### config.mk
export PLATFORM = sky130hd
export DESIGN_NAME = flash_ring_log_pointer_manager_core
export DESIGN_NICKNAME = d
export VERILOG_FILES = /design/src/frlpm_pkg.sv /design/src/flash_ring_log_pointer_manager_core.sv /design/src/frlpm_ctrl.sv /design/src/frlpm_datapath.sv
export SDC_FILE = /design/constraint.sdc
export NUM_CORES = 1
export LEC_CHECK = 0
export ABC_AREA = 1
export BUFFER_PORTS_ARGS = -buffer_cell sky130_fd_sc_hd__buf_2
export CORE_ASPECT_RATIO = 1.4
export CORE_MARGIN = 5
export CORE_UTILIZATION = 25
export CTS_CLUSTER_DIAMETER = 80
export DETAILED_ROUTE_END_ITERATION = 16
export PLACE_DENSITY = 0.48
export SYNTH_ARGS = -nofsm -noshare
export SYNTH_HDL_FRONTEND = slang
export SYNTH_SLANG_ARGS = --single-unit
export TNS_END_PERCENT = 50
### constraint.sdc
create_clock -name clock -period 6.45 [get_ports clock]
set_input_delay 1.29 -clock clock [delete_from_list [all_inputs] [get_ports clock]]
set_output_delay 1.29 -clock clock [all_outputs]
set_load 0.05 [all_outputs]
### src/frlpm_pkg.sv
// Shared types and constants of the flash ring log pointer manager.
`timescale 1ns / 1ps
package frlpm_pkg;

   // Widths of the fixed fields at the ports
   localparam int FIELD_W = 24;
   localparam int LIMIT_W = 25;
   localparam int CSR_W   = 25;
   localparam int FUNC_W  = 2;
   localparam int CSR_IDX_W = 1;

   // Flash sector size; a power of two so the sector index is a shift
   localparam int SECTOR_BYTES = 4096;

   // Register reset values
   localparam logic [FIELD_W-1:0] LOG_BASE_RST  = 24'h102000;
   localparam logic [LIMIT_W-1:0] LOG_LIMIT_RST = 25'h1000000;

   // Register indexes on the write port
   localparam logic [CSR_IDX_W-1:0] CSR_LOG_BASE  = 1'b0;
   localparam logic [CSR_IDX_W-1:0] CSR_LOG_LIMIT = 1'b1;

   // Request function codes
   typedef enum logic [FUNC_W-1:0] {
      FUNC_PREPARE  = 2'd0,
      FUNC_OUTCOME  = 2'd1,
      FUNC_SET_READ = 2'd2
   } func_type;

   // Sequencer states
   typedef enum logic {
      ST_IDLE = 1'b0,
      ST_EXEC = 1'b1
   } state_type;

   // Controller to datapath commands
   typedef struct packed {
      logic capture;
      logic execute;
   } cmd_type;

   // Datapath to controller status
   typedef struct packed {
      logic rsp_free;
   } stat_type;

endpackage

### src/flash_ring_log_pointer_manager_core.sv
// A request is captured in the request register, then the sequencer executes
// it into the response register. A new request is taken only once the last
// one has executed, also while its response waits; its execute step then
// stalls until the response register is free.
// Reset (synchronous) sets both pointers to the log_base reset value, clears
// the full flag and the erased-sector mark, and restores register defaults.
`timescale 1ns / 1ps
module flash_ring_log_pointer_manager_core #(
   parameter int RECORD_BYTES = 256,
   parameter int ADDR_BITS    = 24
) (
   input  logic                            clock,
   input  logic                            reset,
   input  logic                            req_valid,
   output logic                            req_ready,
   input  logic [frlpm_pkg::FUNC_W-1:0]    req_func,
   input  logic                            req_write_ok,
   input  logic [frlpm_pkg::FIELD_W-1:0]   req_new_read_addr,
   output logic                            rsp_valid,
   input  logic                            rsp_ready,
   output logic [frlpm_pkg::FIELD_W-1:0]   rsp_write_addr,
   output logic                            rsp_erase_now,
   output logic [frlpm_pkg::FIELD_W-1:0]   rsp_erase_addr,
   output logic                            rsp_dropped_oldest,
   output logic [frlpm_pkg::FIELD_W-1:0]   rsp_read_addr,
   output logic                            rsp_log_full,
   output logic                            rsp_data_ready,
   input  logic                            csr_we,
   input  logic [frlpm_pkg::CSR_IDX_W-1:0] csr_index,
   input  logic [frlpm_pkg::CSR_W-1:0]     csr_wdata
);
   import frlpm_pkg::*;

   cmd_type  cmd;
   stat_type stat;

   // Sequencer
   frlpm_ctrl u_ctrl (
      .clock     (clock),
      .reset     (reset),
      .req_valid (req_valid),
      .req_ready (req_ready),
      .stat      (stat),
      .cmd       (cmd)
   );

   // Datapath
   frlpm_datapath #(
      .RECORD_BYTES (RECORD_BYTES),
      .ADDR_BITS    (ADDR_BITS)
   ) u_dp (
      .clock              (clock),
      .reset              (reset),
      .cmd                (cmd),
      .stat               (stat),
      .req_func           (req_func),
      .req_write_ok       (req_write_ok),
      .req_new_read_addr  (req_new_read_addr),
      .csr_we             (csr_we),
      .csr_index          (csr_index),
      .csr_wdata          (csr_wdata),
      .rsp_valid          (rsp_valid),
      .rsp_ready          (rsp_ready),
      .rsp_write_addr     (rsp_write_addr),
      .rsp_erase_now      (rsp_erase_now),
      .rsp_erase_addr     (rsp_erase_addr),
      .rsp_dropped_oldest (rsp_dropped_oldest),
      .rsp_read_addr      (rsp_read_addr),
      .rsp_log_full       (rsp_log_full),
      .rsp_data_ready     (rsp_data_ready)
   );

endmodule

### src/frlpm_ctrl.sv
// Request sequencer: captures a request, then executes it into the response register.
`timescale 1ns / 1ps
module frlpm_ctrl (
   input  logic               clock,
   input  logic               reset,
   input  logic               req_valid,
   output logic               req_ready,
   input  frlpm_pkg::stat_type stat,
   output frlpm_pkg::cmd_type  cmd
);
   import frlpm_pkg::*;

   state_type state_ff;
   state_type state_in;

   // State register
   always_ff @(posedge clock) begin
      if (reset) begin
         state_ff <= ST_IDLE;
      end else begin
         state_ff <= state_in;
      end
   end

   // Next state and commands
   always_comb begin
      state_in    = state_ff;
      req_ready   = 1'b0;
      cmd.capture = 1'b0;
      cmd.execute = 1'b0;
      unique case (state_ff)
         ST_IDLE: begin
            // nothing is taken while reset is held
            if (!reset) begin
               req_ready = 1'b1;
               if (req_valid) begin
                  cmd.capture = 1'b1;
                  state_in    = ST_EXEC;
               end
            end
         end
         ST_EXEC: begin
            // wait until the response slot can take the result
            if (stat.rsp_free) begin
               cmd.execute = 1'b1;
               state_in    = ST_IDLE;
            end
         end
         default: begin
            state_in = ST_IDLE;
         end
      endcase
   end

endmodule

### src/frlpm_datapath.sv
// Pointer datapath: config registers, pointer state, update logic and response register.
`timescale 1ns / 1ps
module frlpm_datapath #(
   parameter int RECORD_BYTES = 256,
   parameter int ADDR_BITS    = 24
) (
   input  logic                                clock,
   input  logic                                reset,
   input  frlpm_pkg::cmd_type                  cmd,
   output frlpm_pkg::stat_type                 stat,
   input  logic [frlpm_pkg::FUNC_W-1:0]        req_func,
   input  logic                                req_write_ok,
   input  logic [frlpm_pkg::FIELD_W-1:0]       req_new_read_addr,
   input  logic                                csr_we,
   input  logic [frlpm_pkg::CSR_IDX_W-1:0]     csr_index,
   input  logic [frlpm_pkg::CSR_W-1:0]         csr_wdata,
   output logic                                rsp_valid,
   input  logic                                rsp_ready,
   output logic [frlpm_pkg::FIELD_W-1:0]       rsp_write_addr,
   output logic                                rsp_erase_now,
   output logic [frlpm_pkg::FIELD_W-1:0]       rsp_erase_addr,
   output logic                                rsp_dropped_oldest,
   output logic [frlpm_pkg::FIELD_W-1:0]       rsp_read_addr,
   output logic                                rsp_log_full,
   output logic                                rsp_data_ready
);
   import frlpm_pkg::*;

   localparam int AW    = ADDR_BITS;
   // compare width: wide enough for pointer plus record and for the limit
   localparam int CW    = (AW + 1 > LIMIT_W) ? AW + 1 : LIMIT_W;
   localparam int SHIFT = $clog2(SECTOR_BYTES);
   localparam int SW    = (AW > SHIFT) ? AW - SHIFT : 1;

   // Config registers
   logic [FIELD_W-1:0] log_base_ff;
   logic [LIMIT_W-1:0] log_limit_ff;

   // Captured request
   logic [FUNC_W-1:0]  func_ff;
   logic               write_ok_ff;
   logic [FIELD_W-1:0] new_read_ff;

   // Pointer state
   logic [AW-1:0] wp_ff, wp_in;
   logic [AW-1:0] rp_ff, rp_in;
   logic          wrapped_ff, wrapped_in;
   logic [SW-1:0] erased_sector_ff, erased_sector_in;
   logic          erased_valid_ff, erased_valid_in;

   // Response register
   logic               rsp_valid_ff;
   logic [FIELD_W-1:0] rsp_write_addr_ff;
   logic               rsp_erase_now_ff, rsp_erase_now_in;
   logic [FIELD_W-1:0] rsp_erase_addr_ff, rsp_erase_addr_in;
   logic               rsp_dropped_ff, rsp_dropped_in;
   logic [FIELD_W-1:0] rsp_read_addr_ff;
   logic               rsp_log_full_ff;
   logic               rsp_data_ready_ff, rsp_data_ready_in;

   // Address arithmetic
   logic [AW-1:0] base_a;
   logic [CW-1:0] base_c, limit_c, rec_c;
   logic [CW-1:0] wp_sum, wp_next_c, rp_sum;
   logic          wp_wrap, rp_wrap, drop_cond, erase_need;
   logic [AW-1:0] rp_adv;
   logic [SW-1:0] sector_w;
   logic [AW-1:0] sector_base;

   assign base_a  = AW'(log_base_ff);
   assign base_c  = CW'(base_a);
   assign limit_c = CW'(log_limit_ff);
   assign rec_c   = CW'(RECORD_BYTES);

   // next write address, wrapping at the limit
   assign wp_sum    = CW'(wp_ff) + rec_c;
   assign wp_wrap   = (wp_sum >= limit_c);
   assign wp_next_c = wp_wrap ? base_c : wp_sum;

   // read pointer one record on, wrapping at the limit
   assign rp_sum  = CW'(rp_ff) + rec_c;
   assign rp_wrap = (rp_sum >= limit_c);
   assign rp_adv  = rp_wrap ? base_a : rp_sum[AW-1:0];

   // the next record would land on the oldest one
   assign drop_cond = wrapped_ff &&
                      (((wp_ff < rp_ff) && (wp_next_c >= CW'(rp_ff))) ||
                       (wp_wrap && (rp_ff <= wp_ff)));

   // sector of the write pointer against the last erased one
   assign sector_w    = SW'(wp_ff >> SHIFT);
   assign sector_base = (wp_ff >> SHIFT) << SHIFT;
   assign erase_need  = !erased_valid_ff || (sector_w != erased_sector_ff);

   // Request execution
   always_comb begin
      wp_in             = wp_ff;
      rp_in             = rp_ff;
      wrapped_in        = wrapped_ff;
      erased_sector_in  = erased_sector_ff;
      erased_valid_in   = erased_valid_ff;
      rsp_erase_now_in  = 1'b0;
      rsp_erase_addr_in = '0;
      rsp_dropped_in    = 1'b0;
      rsp_data_ready_in = 1'b0;
      unique case (func_ff)
         FUNC_PREPARE: begin
            if (drop_cond) begin
               rp_in          = rp_adv;
               rsp_dropped_in = 1'b1;
            end
            if (erase_need) begin
               rsp_erase_now_in  = 1'b1;
               rsp_erase_addr_in = FIELD_W'(sector_base);
               erased_sector_in  = sector_w;
               erased_valid_in   = 1'b1;
            end
         end
         FUNC_OUTCOME: begin
            if (write_ok_ff) begin
               wp_in             = wp_next_c[AW-1:0];
               rsp_data_ready_in = 1'b1;
               if (wp_wrap) begin
                  wrapped_in = 1'b1;
               end
            end
         end
         FUNC_SET_READ: begin
            rp_in = AW'(new_read_ff);
         end
         default: begin
            // unused code: report state, change nothing
         end
      endcase
   end

   // Config registers
   always_ff @(posedge clock) begin
      if (reset) begin
         log_base_ff  <= LOG_BASE_RST;
         log_limit_ff <= LOG_LIMIT_RST;
      end else if (csr_we) begin
         unique case (csr_index)
            CSR_LOG_BASE:  log_base_ff  <= csr_wdata[FIELD_W-1:0];
            CSR_LOG_LIMIT: log_limit_ff <= csr_wdata[LIMIT_W-1:0];
            default: ;
         endcase
      end
   end

   // Request capture
   always_ff @(posedge clock) begin
      if (cmd.capture) begin
         func_ff     <= req_func;
         write_ok_ff <= req_write_ok;
         new_read_ff <= req_new_read_addr;
      end
   end

   // Pointer state
   always_ff @(posedge clock) begin
      if (reset) begin
         wp_ff            <= AW'(LOG_BASE_RST);
         rp_ff            <= AW'(LOG_BASE_RST);
         wrapped_ff       <= 1'b0;
         erased_sector_ff <= '0;
         erased_valid_ff  <= 1'b0;
      end else if (cmd.execute) begin
         wp_ff            <= wp_in;
         rp_ff            <= rp_in;
         wrapped_ff       <= wrapped_in;
         erased_sector_ff <= erased_sector_in;
         erased_valid_ff  <= erased_valid_in;
      end
   end

   // Response valid
   always_ff @(posedge clock) begin
      if (reset) begin
         rsp_valid_ff <= 1'b0;
      end else if (cmd.execute) begin
         rsp_valid_ff <= 1'b1;
      end else if (rsp_ready) begin
         rsp_valid_ff <= 1'b0;
      end
   end

   // Response payload
   always_ff @(posedge clock) begin
      if (cmd.execute) begin
         rsp_write_addr_ff <= FIELD_W'(wp_in);
         rsp_erase_now_ff  <= rsp_erase_now_in;
         rsp_erase_addr_ff <= rsp_erase_addr_in;
         rsp_dropped_ff    <= rsp_dropped_in;
         rsp_read_addr_ff  <= FIELD_W'(rp_in);
         rsp_log_full_ff   <= wrapped_in;
         rsp_data_ready_ff <= rsp_data_ready_in;
      end
   end

   assign stat.rsp_free      = !rsp_valid_ff || rsp_ready;
   assign rsp_valid          = rsp_valid_ff;
   assign rsp_write_addr     = rsp_write_addr_ff;
   assign rsp_erase_now      = rsp_erase_now_ff;
   assign rsp_erase_addr     = rsp_erase_addr_ff;
   assign rsp_dropped_oldest = rsp_dropped_ff;
   assign rsp_read_addr      = rsp_read_addr_ff;
   assign rsp_log_full       = rsp_log_full_ff;
   assign rsp_data_ready     = rsp_data_ready_ff;

endmodule

Word level (Yosys, flattened, before mapping) --
Index checks and enable logic that the tools add are counted.
Storage, ports and cells: register bits after elaboration 216, output and inout bits 78
Cells by class: reduce and logical (&&, ||, !) cells 14, bitwise operators 2, multiplexer cells 23, eq/ne operators 3, $lt $le $gt $ge 5, $add $sub $neg 2
Operators by type and width (number):
- $mux 24 | 4
- $add 24x9->25 const B | 2
- $ge 25x25->1 | 2
- $pmux 24 s2 | 1
- $ge 25x24->1 | 1
- $mux 25 | 1
- $le 24x24->1 | 1
- $lt 24x24->1 | 1
- $mux 1 | 16
- $ne 12x12->1 | 1
- $reduce_and 2->1 | 3
- $logic_and 1x1->1 | 3
- $logic_or 1x1->1 | 3
- $reduce_and 3->1 | 1
- $eq 2x1->1 const B | 1
- $eq 2x2->1 const B | 1
- $logic_not 1->1 | 2
- $logic_not 2->1 | 1
- $not 1->1 | 2
- $pmux 1 s2 | 1
- $reduce_bool 2->1 | 1

Depth between registers and ports, before layout --
Gate-level depths: netlist of the first run.
word-level depth 9, gate-level depth with buffers 45

By module --
From an unflattened synthesis of the first run, not the netlist that was laid out.
Unflattened totals: cell total of the unflattened synthesis 1485, area total of the unflattened synthesis 11957.7 sq um
Modules (own cells, without submodules):
- frlpm_datapath | area an instance 11903.9 sq um, instances 1, sequential area each 4974.8 sq um, cells each 1475
- frlpm_ctrl | area an instance 53.8 sq um, instances 1, sequential area each 20.0 sq um, cells each 10

Worst setup path after synthesis of the first run --
OpenSTA, ideal clock, no wires.
kind flip-flop to flip-flop, from register u_dp.wp_ff[10], to register u_dp.rsp_read_addr_ff[16] (netlist: u_dp.rsp_read_addr[16]), data pin, buffers on the path 2, arrival 4234 ps, clock period less this slack 4487 ps, cell stages (with the launch flop) 39, required time 6197 ps, setup slack 1963 ps, path through dfxtp_1 > nand3_1 > nor3_2 > nand2_2 > nor3_2 > nand3_2 > nor3_2 > xor2_1 > ha_1 > nand2_1 > nor2_1 > nand3_1 > nor2_1 > nor2_1 > nand2_1 > nor2_4 > clkbuf_1 > nand2_1 > [3 not listed] > inv_1 > o21bai_1 > nand2_1 > a21oi_1 > nand2_1 > nand2_1 > nand2_1 > nand2_1 > nand2_1 > nand2_1 > nand2_1 > nand2_2 > nand2_4 > nand2_4 > buf_6 > nand2_2 > nand3_2 > nand2_1
On the way: longest elaborated chain between the ends 9, elaborated cells on any way between the ends 12, those cells by class add/sub (1); order compare (4); mux (3); reduce/logical (4)
RTL lines:
- from (decl) | RTL line frlpm_datapath.sv:45 | logic [AW-1:0] wp_ff, wp_in;
- from (signal assigned) | RTL line frlpm_datapath.sv:163 | wp_ff <= AW'(LOG_BASE_RST);
- from (signal assigned) | RTL line frlpm_datapath.sv:169 | wp_ff <= wp_in;
- $add 24x9->25 | RTL line frlpm_datapath.sv:76 | assign wp_sum = CW'(wp_ff) + rec_c;
- $ge 25x25->1 | RTL line frlpm_datapath.sv:77 | assign wp_wrap = (wp_sum >= limit_c);
- $mux 25 | RTL line frlpm_datapath.sv:78 | assign wp_next_c = wp_wrap ? base_c : wp_sum;
- $ge 25x24->1 | RTL line frlpm_datapath.sv:87 | (((wp_ff < rp_ff) && (wp_next_c >= CW'(rp_ff))) ||
- $logic_and 1x1->1 | RTL line frlpm_datapath.sv:87
- $logic_or 1x1->1 (*) | RTL line frlpm_datapath.sv:87
- $logic_and 1x1->1 (*) | RTL line frlpm_datapath.sv:86 | assign drop_cond = wrapped_ff &&
- $mux 24 (*) | RTL line frlpm_datapath.sv:108 | if (drop_cond) begin
- $pmux 24 s2 (*) | RTL line frlpm_datapath.sv:106 | unique case (func_ff)
- net u_dp.rp_in[16] | RTL line frlpm_datapath.sv:46 | logic [AW-1:0] rp_ff, rp_in;
- to (signal assigned) | RTL line frlpm_datapath.sv:195 | rsp_read_addr_ff <= FIELD_W'(rp_in);
- to (decl) | RTL line frlpm_datapath.sv:57 | logic [FIELD_W-1:0] rsp_read_addr_ff;
Mark *: on every way through the listed nets, which the timed path passes. The rest lies on a longest branch. A chain may end at the register's enable or synchronous reset.

Final worst setup path of the first run --
from register u_dp.wp_ff[10], to register u_dp.rsp_read_addr_ff[23] (netlist: u_dp.rsp_read_addr[23]), data pin
The elaborated chain is that of the path after synthesis.

==> results of run 1 <==
## final timing paths
check / from / to / slack (ps) / cells after the start
max: u_dp.wp_ff[10] / u_dp.rsp_read_addr[23] / 750 / 37
min: u_dp.erased_valid_ff / u_dp.erased_valid_ff / 500 / 2
min reg2reg: u_dp.erased_valid_ff / u_dp.erased_valid_ff / 500 / 2
max reg2reg: u_dp.wp_ff[10] / u_dp.rsp_read_addr[23] / 750 / 37
## sequential cells by signal, indices dropped and copies added, names as in the netlist, 2 cells and up
| register | count |
|---|---|
| u_dp.func_ff | 2 |
| u_dp.rsp_read_addr | 24 |
| u_dp.erased_sector_ff | 12 |
| u_dp.base_a | 24 |
| u_dp.rp_ff | 24 |
| u_dp.rsp_write_addr | 24 |
| u_dp.limit_c | 25 |
| u_dp.wp_ff | 24 |
| u_dp.new_read_ff | 24 |
| u_dp.rsp_erase_addr | 12 |
## metal layers
layer	global-route usage [%]	vias to the layer above	wire, um
li1	-	5022	-
met4	8.348	0	2518
met1	15.41	4576	14690
met3	1.793	85	1322
met5	0	-	0
met2	29.70	221	21940
## cell type report
| class | count | area, um^2 | share of cell area [%] |
|---|---|---|---|
| clock buffers | 29 | 628.1 | 4.592 |
| flip-flops and latches | 204 | 4995 | 36.52 |
| well taps | 624 | 780.7 | 5.709 |
| clock inverters | 11 | 91.34 | 0.6678 |
| inverters | 202 | 758.2 | 5.544 |
| multi-input cells | 979 | 5703 | 41.70 |
| repair buffers | 137 | 720.7 | 5.269 |
## metrics by stage
stage | std cells | setup WS (ps) | util (%) | hold WS, ps | total power [W]
floorplan | 1458 | 1963 | - | 444.6 | 0.002157
global placement | 2146 | 923.6 | 27.68 | 463.8 | 0.002415
detailed placement | 2146 | 797.2 | 27.68 | 478.4 | 0.002424
CTS | 2186 | 747.1 | 29.22 | 494.3 | 0.003724
global route | 2186 | 121.4 | 29.22 | 517.3 | 0.003880
finish | 2186 | 745.2 | 29.22 | 503.5 | 0.003672
## placed cells by master (no fill, tap or decap), types with 2 or more instances in the layout
master     netlist  layout
xnor2_1          3       3
a21oi_2          2       2
clkbuf_8         0       3
edfxtp_1        91      91
nor2_1          83      81
nor4_1           5       5
clkbuf_16        0      23
clkinv_2         0       3
nand2_2         22      22
conb_1           1      12
dfxtp_1        113     113
o21a_1           3       3
buf_4           16      14
nand3_2         21      21
nor3_2           5       6
ha_1           100     100
nor3_1          17      16
a21oi_1        131     131
nand3_1         71      71
clkinv_4         0       3
buf_2            8     123
o21ai_0        163     163
or2_2            5       5
xor2_1          30      30
nand3b_1         2       2
o22ai_1          8       8
a211oi_1        15      15
inv_1          196     196
nand2_4          2       2
clkinv_1         4       7
nand2_1        244     244
o211ai_1         6       6
inv_2            2       2
clkbuf_1        47       3
nand4_1         12      12
nor2_4           2       3
o21ai_2          3       3
o21ai_1          6       6
## report_power, final
group | internal [W] | switching, W | leakage, nW
registers | 0.00145 | 0.0000658 | 1.79
clock network | 0.000729 | 0.000551 | 0.356
logic | 0.000253 | 0.000624 | 3.98
## logic make-up (layout without fill, tap and decap cells)
group / Yosys count / after routing / synth area share (%)
other: 1 / 12 / 0.03189
adder cells (fa/ha/maj): 100 / 100 / 10.64
buffers and inverters: 275 / 379 / 9.502
XOR/XNOR: 33 / 33 / 2.458
AND/OR/NAND/NOR: 496 / 496 / 19.73
flip-flops: 204 / 204 / 42.48
AO/OA/AOI/OAI: 338 / 338 / 15.16
## worst min-delay path: stages, from the launching register on
cell and delay (ps):
dfxtp_1 340, o21ai_0 90, inv_1 50
==> results.toml, run 1 <==
[timing]
worst_clock_skew_ps = 20.73
fin_crit_ps = 5705
hold_viol_final = 0
rsz0062_at_grt = "false"
maxSlewHeadroom_pct = 35.41
fmax_mhz = 175.3
maxSlewViolCount = 0
fin_tns_setup_ps = 0
post-route-period-util_pct = 88.45
tightest_slew_ps = 967.6
finalSetupViolations = 0

[synthesis]
synth_cells = 1447
synth_ff_type = "dfxtp_1"
ys_seq_area_share_pct = 42.48
yosysTopAreaCell = "edfxtp_1"
synth_top_area_share_pct = 23.24
synth_area_per_cell_um2 = 8.126
yosysMostFrequentCell = "nand2_1"
synth_common_cells = "nand2_1, inv_1, o21ai_0"
synth.distinct_cells = 41
ys_ff_latch = 204
synth_area_leaders = "edfxtp_1, dfxtp_1, ha_1, nand2_1, o21ai_0"
synth_area_um2 = 11760
synth_edf_count = 91
async_flop_share_pct = 0
yosysWarnings = 0

[clock_network]
path_clk_slew_ps = 70
cts.htree.levels = 1
numCtsBuffers = 22
cts_resized = 0
clkSinkCount = 204
cts_setup_buffers = 0
ctsLongestPathBuffers = 3
cts_root_buf = "clkbuf_16"
clkLatencyLatePin_ps = 530
cts_hold_buf = 0
cts_tree = "done"

[die]
start_util_pct = 25.12
die_h_um = 266.6
num_rows = 94
die_w_um = 193.3
fp.dieArea_um2 = 51530
io_pins = 136
core_area_um2 = 46810

[finish]
filler_cell_count = 5117
antennaDiodeCount = 0
fin_area_um2 = 13680
drive_above_1_share_pct = 15.43
nNetsFinal = 1704
synthToLayoutAreaGrowth_pct = 16.31

[power_and_ir_drop]
p_per_area_nw_per_um2 = 268.5
power.leakage_nw = 6.125
ir_drop_v = 0.0001696

[setup_path]
crit_buf_inv = 2
crit_family = "simple AND/OR/NAND/NOR gates"
cp.required_ps = 6740
crit_path_frequent_cell = "nand2_1"
cp_slowest_cell = "dfxtp_1"
path_class = "reg2reg"
crit_fanout = 28
cp-start-kind = "register"
cp-end-kind = "register"
crit_arrival_ps = 6000
critPathMaxStageDelay_ps = 430

[grt]
gr-total-overflow = 0
grt_pass1_wl_um = 59820
grt_antenna_before_repair = 0
grt_max_degree = 76
track_usage_pct = 15.12
grt_pass1_vias = 9838

[routing]
post_drt_via_cell_ratio = 4.531
wirelength_um = 40470
wl_per_cell_um = 18.52
ant_nets = 0
first_iter_violations = 572
dr.pass1.iters = 5
via_count = 9904
drc = 0

[flow_run]
maxCapViolations = 0

[place]
hpwlAfterDp_um = 31450
portBuffers = 123
placed_area_um2 = 12960
gp_congestion = 0.9444

[status]
status = "completed"

[min_path]
holdCritPathClass = "reg2reg"
No activity file was read; power rests on OpenSTA's default activity.
==> run 2: changes to the inputs <==
- clock period: 6.45 -> 6.26 ns (I/O delays scaled with it)
==> results.toml, run 2 (same netlist as run 1, synthesis figures left out) <==
[status]
status = "completed"

[timing]
holdWs_ps = 499.7
fmax_mhz = 178.4
maxSlewHeadroom_pct = 30.42
rsz0062_at_grt = "false"
fin_crit_ps = 5607
post-route-period-util_pct = 89.57
maxSlewViolCount = 0
hold_viol_final = 0
finalSetupViolations = 0
fin_tns_setup_ps = 0
tightest_slew_ps = 1042
worst_clock_skew_ps = 11.95

[routing]
post_drt_via_cell_ratio = 4.559
ant_nets = 0
highest_layer = "met4"
wl_met3_um = 1442
first_iter_violations = 588
wirelength_um = 40430
via_count = 9975
dr.pass1.iters = 5
drt-met1-wl_um = 14520
drc = 0
wl_per_cell_um = 18.48
wl_met2_um = 21480

[clock_network]
path_clk_slew_ps = 60
ctsLongestPathBuffers = 3
clkSinkCount = 204
cts.htree.levels = 1
cts_root_buf = "clkbuf_16"
numCtsBuffers = 23
cts_tree = "done"
clkLatencyLatePin_ps = 540
cts_setup_buffers = 0

[finish]
nNetsFinal = 1706
final_cells = 2188
multi_input_area_um2 = 5712
final_common_cell = "nand2_1"
drive_above_1_share_pct = 15.60
antennaDiodeCount = 0
largest_register_ffs = 25
finish.utilization_pct = 29.48
filler_cell_count = 5116
synthToLayoutAreaGrowth_pct = 17.34
final_cell_mix = "nand2_1, inv_1, o21ai_0"
ff_latch_area_um2 = 4995

[power_and_ir_drop]
ir_drop_v = 0.0001674
p_seq_share_pct = 39.5
internal_power_w = 0.002668
switching_share_pct = 32.49
p_per_area_nw_per_um2 = 286.4
p_switching_w = 0.001284
power.leakage_nw = 6.162
p_clk_share_pct = 37.5
power.total_w = 0.003952
p_comb_share_pct = 22.9

[die]
core_area_um2 = 46810
die_h_um = 266.6
num_rows = 94
io_pins = 136
die_w_um = 193.3
start_util_pct = 25.12
fp.dieArea_um2 = 51530

[place]
portBuffers = 123
hpwlAfterDp_um = 31500
gp_congestion = 0.9445
placed_cells = 2147

[grt]
grt_max_degree = 76
grt_antenna_before_repair = 0
track_usage_pct = 15.21
grt_pass1_vias = 9881
grt_pass1_wl_um = 60140
gr-total-overflow = 0

[setup_path]
path_class = "reg2reg"
cp-start-kind = "register"
crit_family = "simple AND/OR/NAND/NOR gates"
crit_path_frequent_cell = "nand2_1"
crit_arrival_ps = 5910
cp.required_ps = 6560
cp_slowest_cell = "dfxtp_1"
crit_fanout = 28
cp-end-kind = "register"
crit_buf_inv = 2
critPathMaxStageDelay_ps = 430

[flow_run]
maxCapViolations = 0

[min_path]
holdCritPathClass = "reg2reg"
run 2: changes by cell type in the layout (fill, tap and decap cells not counted):
cell / before / now
clkinv_1: 7 / 5
bufinv_16: 1 / 4
buf_4: 14 / 15
clkinv_2: 3 / 1
clkbuf_1: 3 / 4
nand2_4: 2 / 1
clkinv_4: 3 / 1
clkinvlp_4: 0 / 1
clkbuf_8: 3 / 4
clkbuf_16: 23 / 24
nand2_8: 0 / 1
run 2: layer usage:
metal  global-route usage [%]  up-vias
li1                         -     5019
met1                    15.46     4613
met2                    29.16      248
met3                    1.881       95
met4                    9.841        0
met5                        0        -
run 2: worst reg2reg max path, delay by kind of cell, from the launching register on:
kind	cells	cell delay, ps
XOR/XNOR	1	260
AND/OR/NAND/NOR	28	3070
buffers and inverters	2	360
AO/OA/AOI/OAI	4	650
adder cells (fa/ha/maj)	2	600
flip-flops	1	430
run 2: area by class of cell:
type / instances / area share (%)
Multi-Input combinational cell: 979 / 41.39
Sequential cell: 204 / 36.20
Tap cell: 624 / 5.658
Inverter: 202 / 5.495
Timing Repair Buffer: 138 / 5.277
Clock buffer: 32 / 4.860
Clock inverter: 9 / 1.115
run 2: timing repair:
item                                    CTS  global route
hold buffers                              0             0
endpoints found under the setup margin    0            11
gates resized for setup                   0             1
run 2: power by group through the flow:
stage	Clock, W	Combinational (W)	Sequential [W]
3_5_place_dp	0	0.000906	0.00159
4_1_cts	0.00153	0.000912	0.00156
5_1_grt	0.00158	0.00102	0.00157
6_report	0.00148	0.000907	0.00156
3_3_place_gp	0	0.000897	0.00159
2_1_floorplan	0	0.000561	0.00166
run 2: path summary, 6_finish.rpt:
check	from	endpoint	slack, ps	cells past startpoint
setup / recovery	u_dp.wp_ff[10]	u_dp.rsp_read_addr[23]	650	37
hold / removal	u_dp.limit_c[2]	u_dp.limit_c[2]	500	2
setup reg to reg	u_dp.wp_ff[10]	u_dp.rsp_read_addr[23]	650	37
hold reg to reg	u_dp.limit_c[2]	u_dp.limit_c[2]	500	2
run 2: stage by stage:
step	instance area (um^2)	worst slack, ps
floorplan	11800	1773
global placement	12960	730.5
detailed placement	12960	616.2
CTS	13790	602.0
global route	13800	25.63
finish	13800	653.2
